==> config.mk <==
export PLATFORM = sky130hd
export DESIGN_NAME = rwst_nbr
export DESIGN_NICKNAME = d
export VERILOG_FILES = /design/src/design/rwst_pkg.sv /design/src/design/rwst_nbr.sv
export SDC_FILE = /design/constraint.sdc
export NUM_CORES = 1
export LEC_CHECK = 0
export BUFFER_PORTS_ARGS = -buffer_cell sky130_fd_sc_hd__buf_2
export CAP_MARGIN = 10
export CORE_MARGIN = 3
export CORE_UTILIZATION = 40
export DETAILED_ROUTE_END_ITERATION = 6
export GPL_TIMING_DRIVEN = 0
export PLACE_DENSITY = 0.67
export SYNTH_ARGS = -nofsm -noshare
export SYNTH_HDL_FRONTEND = slang
export SYNTH_SLANG_ARGS = --single-unit
==> constraint.sdc <==
create_clock -name vclk -period 30.1
set_input_delay 9.03 -clock vclk [all_inputs]
set_output_delay 9.03 -clock vclk [all_outputs]
set_load 0.05 [all_outputs]
==> src/design/rwst_pkg.sv <==
// ----------------------------------------------------------------------------
// rwst_pkg
// Shared widths, codes and types for the random walk spanning tree maze block.
// ----------------------------------------------------------------------------
package rwst_pkg;

  localparam int MAX_COLUMNS = 64;
  localparam int MAX_ROWS    = 64;

  localparam int COL_W   = $clog2(MAX_COLUMNS);
  localparam int ROW_W   = $clog2(MAX_ROWS);
  localparam int DIM_W   = 7;
  localparam int ADDR_W  = COL_W + ROW_W;
  localparam int MAP_DEPTH = MAX_COLUMNS * MAX_ROWS;
  localparam int TOTAL_W = 13;
  localparam int COORD_W = 8;

  localparam logic REQ_START = 1'b0;
  localparam logic REQ_STEP  = 1'b1;

  localparam logic STATUS_OK      = 1'b0;
  localparam logic STATUS_IGNORED = 1'b1;

  localparam logic CFG_COLUMNS = 1'b0;
  localparam logic CFG_ROWS    = 1'b1;

  typedef enum logic {
    ST_IDLE,
    ST_CLEAR
  } state_t;

  typedef struct packed {
    logic             none;
    logic [COL_W-1:0] col;
    logic [ROW_W-1:0] row;
  } nbr_t;

  typedef struct packed {
    logic               status;
    logic               opened;
    logic [COORD_W-1:0] cell_x;
    logic [COORD_W-1:0] cell_y;
    logic [COORD_W-1:0] wall_x;
    logic [COORD_W-1:0] wall_y;
    logic [COL_W-1:0]   walker_column;
    logic [ROW_W-1:0]   walker_row;
    logic               done_res;
  } res_t;

endpackage

==> src/design/rwst_nbr.sv <==
// ----------------------------------------------------------------------------
// rwst_nbr
// Neighbor selection: lists existing neighbors up, down, left, right and
// picks entry (pick mod count).
// ----------------------------------------------------------------------------
module rwst_nbr (
  input  logic [rwst_pkg::COL_W-1:0] col,
  input  logic [rwst_pkg::ROW_W-1:0] row,
  input  logic [rwst_pkg::DIM_W-1:0] cols,
  input  logic [rwst_pkg::DIM_W-1:0] rows,
  input  logic [1:0]                 pick,
  output rwst_pkg::nbr_t             nbr
);
  import rwst_pkg::*;

  logic [3:0]       has;
  logic [COL_W-1:0] cand_col [4];
  logic [ROW_W-1:0] cand_row [4];
  logic [2:0]       count;
  logic [1:0]       k;
  logic [1:0]       sel;
  logic [1:0]       n;

  always_comb begin
    has[0] = (row != '0);
    has[1] = (({1'b0, row} + DIM_W'(1)) < rows);
    has[2] = (col != '0);
    has[3] = (({1'b0, col} + DIM_W'(1)) < cols);

    cand_col[0] = col;
    cand_row[0] = row - ROW_W'(1);
    cand_col[1] = col;
    cand_row[1] = row + ROW_W'(1);
    cand_col[2] = col - COL_W'(1);
    cand_row[2] = row;
    cand_col[3] = col + COL_W'(1);
    cand_row[3] = row;

    count = {2'b0, has[0]} + {2'b0, has[1]} + {2'b0, has[2]} + {2'b0, has[3]};

    unique case (count)
      3'd0, 3'd1: k = 2'd0;
      3'd2:       k = {1'b0, pick[0]};
      3'd3:       k = (pick == 2'd3) ? 2'd0 : pick;
      default:    k = pick;
    endcase

    sel = 2'd0;
    n   = 2'd0;
    for (int d = 0; d < 4; d++) begin
      if (has[d]) begin
        if (n == k) begin
          sel = 2'(d);
        end
        n = n + 2'd1;
      end
    end

    nbr.none = (count == 3'd0);
    nbr.col  = cand_col[sel];
    nbr.row  = cand_row[sel];
  end

endmodule

==> flow_summary.json <==
{
  "fmax_ghz": 0.0428,
  "drive_above_1_share_pct": 24.4,
  "finalSetupTns_ps": 0,
  "syn_nets": 218,
  "mostFrequentLayoutCell": "buf_2",
  "p_total_mw": 0.0505,
  "n_sequential_cell": 0,
  "cts_resized": 0,
  "gp_congestion": 0.875,
  "first_pass_iters": 4,
  "min_period_ps": 23360,
  "cp-start-kind": "primary input",
  "antenna_found_initial": 0,
  "cp_slowest_stage_delay_ps": 560,
  "die_x_um": 62.2,
  "wl_per_cell_um": 12.1,
  "nNetsFinal": 258,
  "yosys.cell_types.count": 50,
  "synth_top_area_share_pct": 21.8,
  "diodes": 0,
  "synth_area_per_cell_um2": 7.57,
  "powerDensity_nw_per_um2": 33.5,
  "place_area_um2": 1510,
  "fillCellCount": 296,
  "core_um2": 2880,
  "ctsHoldBuffers": 0,
  "route.vias.total": 1286,
  "placedCellCount": 247,
  "portBuffers": 38,
  "maxSlewViolCount": 0,
  "regArea_um2": 0,
  "crit_chain": "buf_2 -> clkbuf_1 -> and3_1 -> nand3_1 -> xnor2_1 -> ha_1 -> or4_1 -> o22ai_1 -> fa_1 -> ha_1 -> nor2b_1 -> a211oi_1 -> o21ai_0 -> nand2_1 -> mux4_2 -> or4_1 -> nand4_1 -> buf_2",
  "holdWs_ps": 18470,
  "globalRoute.totalOverflow": 0,
  "syn_area_um2": 1260,
  "grt_pass1_wl_um": 5160,
  "clock_buffers": 0,
  "ys_warn_count": 0,
  "instances_no_fill": 247,
  "grt_max_degree": 10,
  "irDropWorstVdd_mv": 0.0183,
  "dpl.hpwl_um": 2630,
  "synthCells": 167,
  "setup_viol": 0,
  "crit_fanout": 7,
  "setup.worst_path.end_class": "primary output",
  "drc": 0,
  "fp.dieH_um": 62.2,
  "yosysSeqAreaShare_pct": 0,
  "rsz0062_at_grt": "no",
  "drt_iter0_drc": 74,
  "syn_to_final_growth_pct": 19.2,
  "cp_slowest_cell": "fa_1",
  "power.leakage_nw": 0.806,
  "final_cell_mix": "buf_2, inv_1, ha_1",
  "dieArea_um2": 3870,
  "fin_area_um2": 1510,
  "wirelength_um": 2980,
  "grt.total_usage_pct": 15.0,
  "min_period_over_period_pct": 77.6,
  "start_util_pct": 44.0,
  "worst_ep_arrival_time_ps": 14330,
  "via_per_inst": 5.21,
  "synthTopCellsByArea": "ha_1, xor2_1, inv_1",
  "core.rowCount": 19,
  "worstSetupPathType": "in2out",
  "outcome": "complete, no violations",
  "multi_input_area_um2": 1150,
  "cp.required_ps": 21070,
  "slew-limit-headroom_pct": 60.2,
  "first_global_vias": 1263,
  "synth_top_area_cell": "ha_1",
  "maxCapViolCount": 0,
  "io_pins": 41,
  "postCtsSetupBuffers": 0,
  "hold_violations": 0,
  "ant_nets": 0,
  "tightest_slew_ps": 597,
  "min_path_type": "in2out"
}
==> cell families after synthesis <==
kind of cell / share of synthesized area [%]
adder cells (fa/ha/maj): 23.3
AND/OR/NAND/NOR: 27.3
multiplexers: 7.02
XOR/XNOR: 13.2
AO/OA/AOI/OAI: 19.8
buffers and inverters: 9.40
==> Yosys cell counts (2+ instances only) <==
cell      instances
and2_0            2
a21oi_1           7
nor4bb_1          2
nand4_1           3
nand3_1           5
nor2_1           11
o221ai_1          2
xnor2_1           7
and3_1            7
nand2_1           8
clkbuf_1          2
nor2b_1           2
or4_1             2
nor4_1            2
o21ai_0           7
nor3_1            2
mux2i_1           4
xor2_1           12
ha_1             22
inv_1            23
or3_1             4
o21a_1            3
==> area by class of cell <==
cell class                 instances  share of cell area, %
timing repair buffer              38                   12.6
tap                               42                   3.49
inverter                          24                   5.98
multi-input combinational        138                   76.0
buffer                             5                   1.91
==> worst paths after layout <==
path	start	to	slack [ps]	cells after the start
setup / recovery	row[0]	nbr[9]	6740	18
hold / removal	row[4]	nbr[4]	18470	3
==> metrics by stage <==
step	setup slack [ps]	util [%]
finish	6740	52.4
global route	6440	52.4
CTS	6730	52.4
detailed placement	6730	52.4
global placement	6980	52.4
floorplan	7020	-
==> power by group <==
group,switching (mW),internal (mW),total (mW)
Clock,0,0,0
Combinational,0.0337,0.0168,0.0505
Sequential,0,0,0
Total,0.0337,0.0168,0.0505
==> layer usage <==
metal | global-route usage, % | vias to the layer above | share of wire, %
li1 | - | 675 | -
met1 | 16.9 | 578 | 42
met2 | 31.0 | 31 | 53
met3 | 1.26 | 2 | 4.2
met4 | 1.38 | 0 | 0.50
met5 | 0 | - | 0
==> worst max-delay path, delay by kind of cell <==
kind	cells	cell delay (ps)
AOI/OAI and AO/OA	3	1090
and+or+nand+nor	7	1760
xor gates and xnor gates	1	160
buffers and inverters	3	620
muxes	1	560
adders and majority gates	3	1110
No activity file was read; power rests on OpenSTA's default activity.
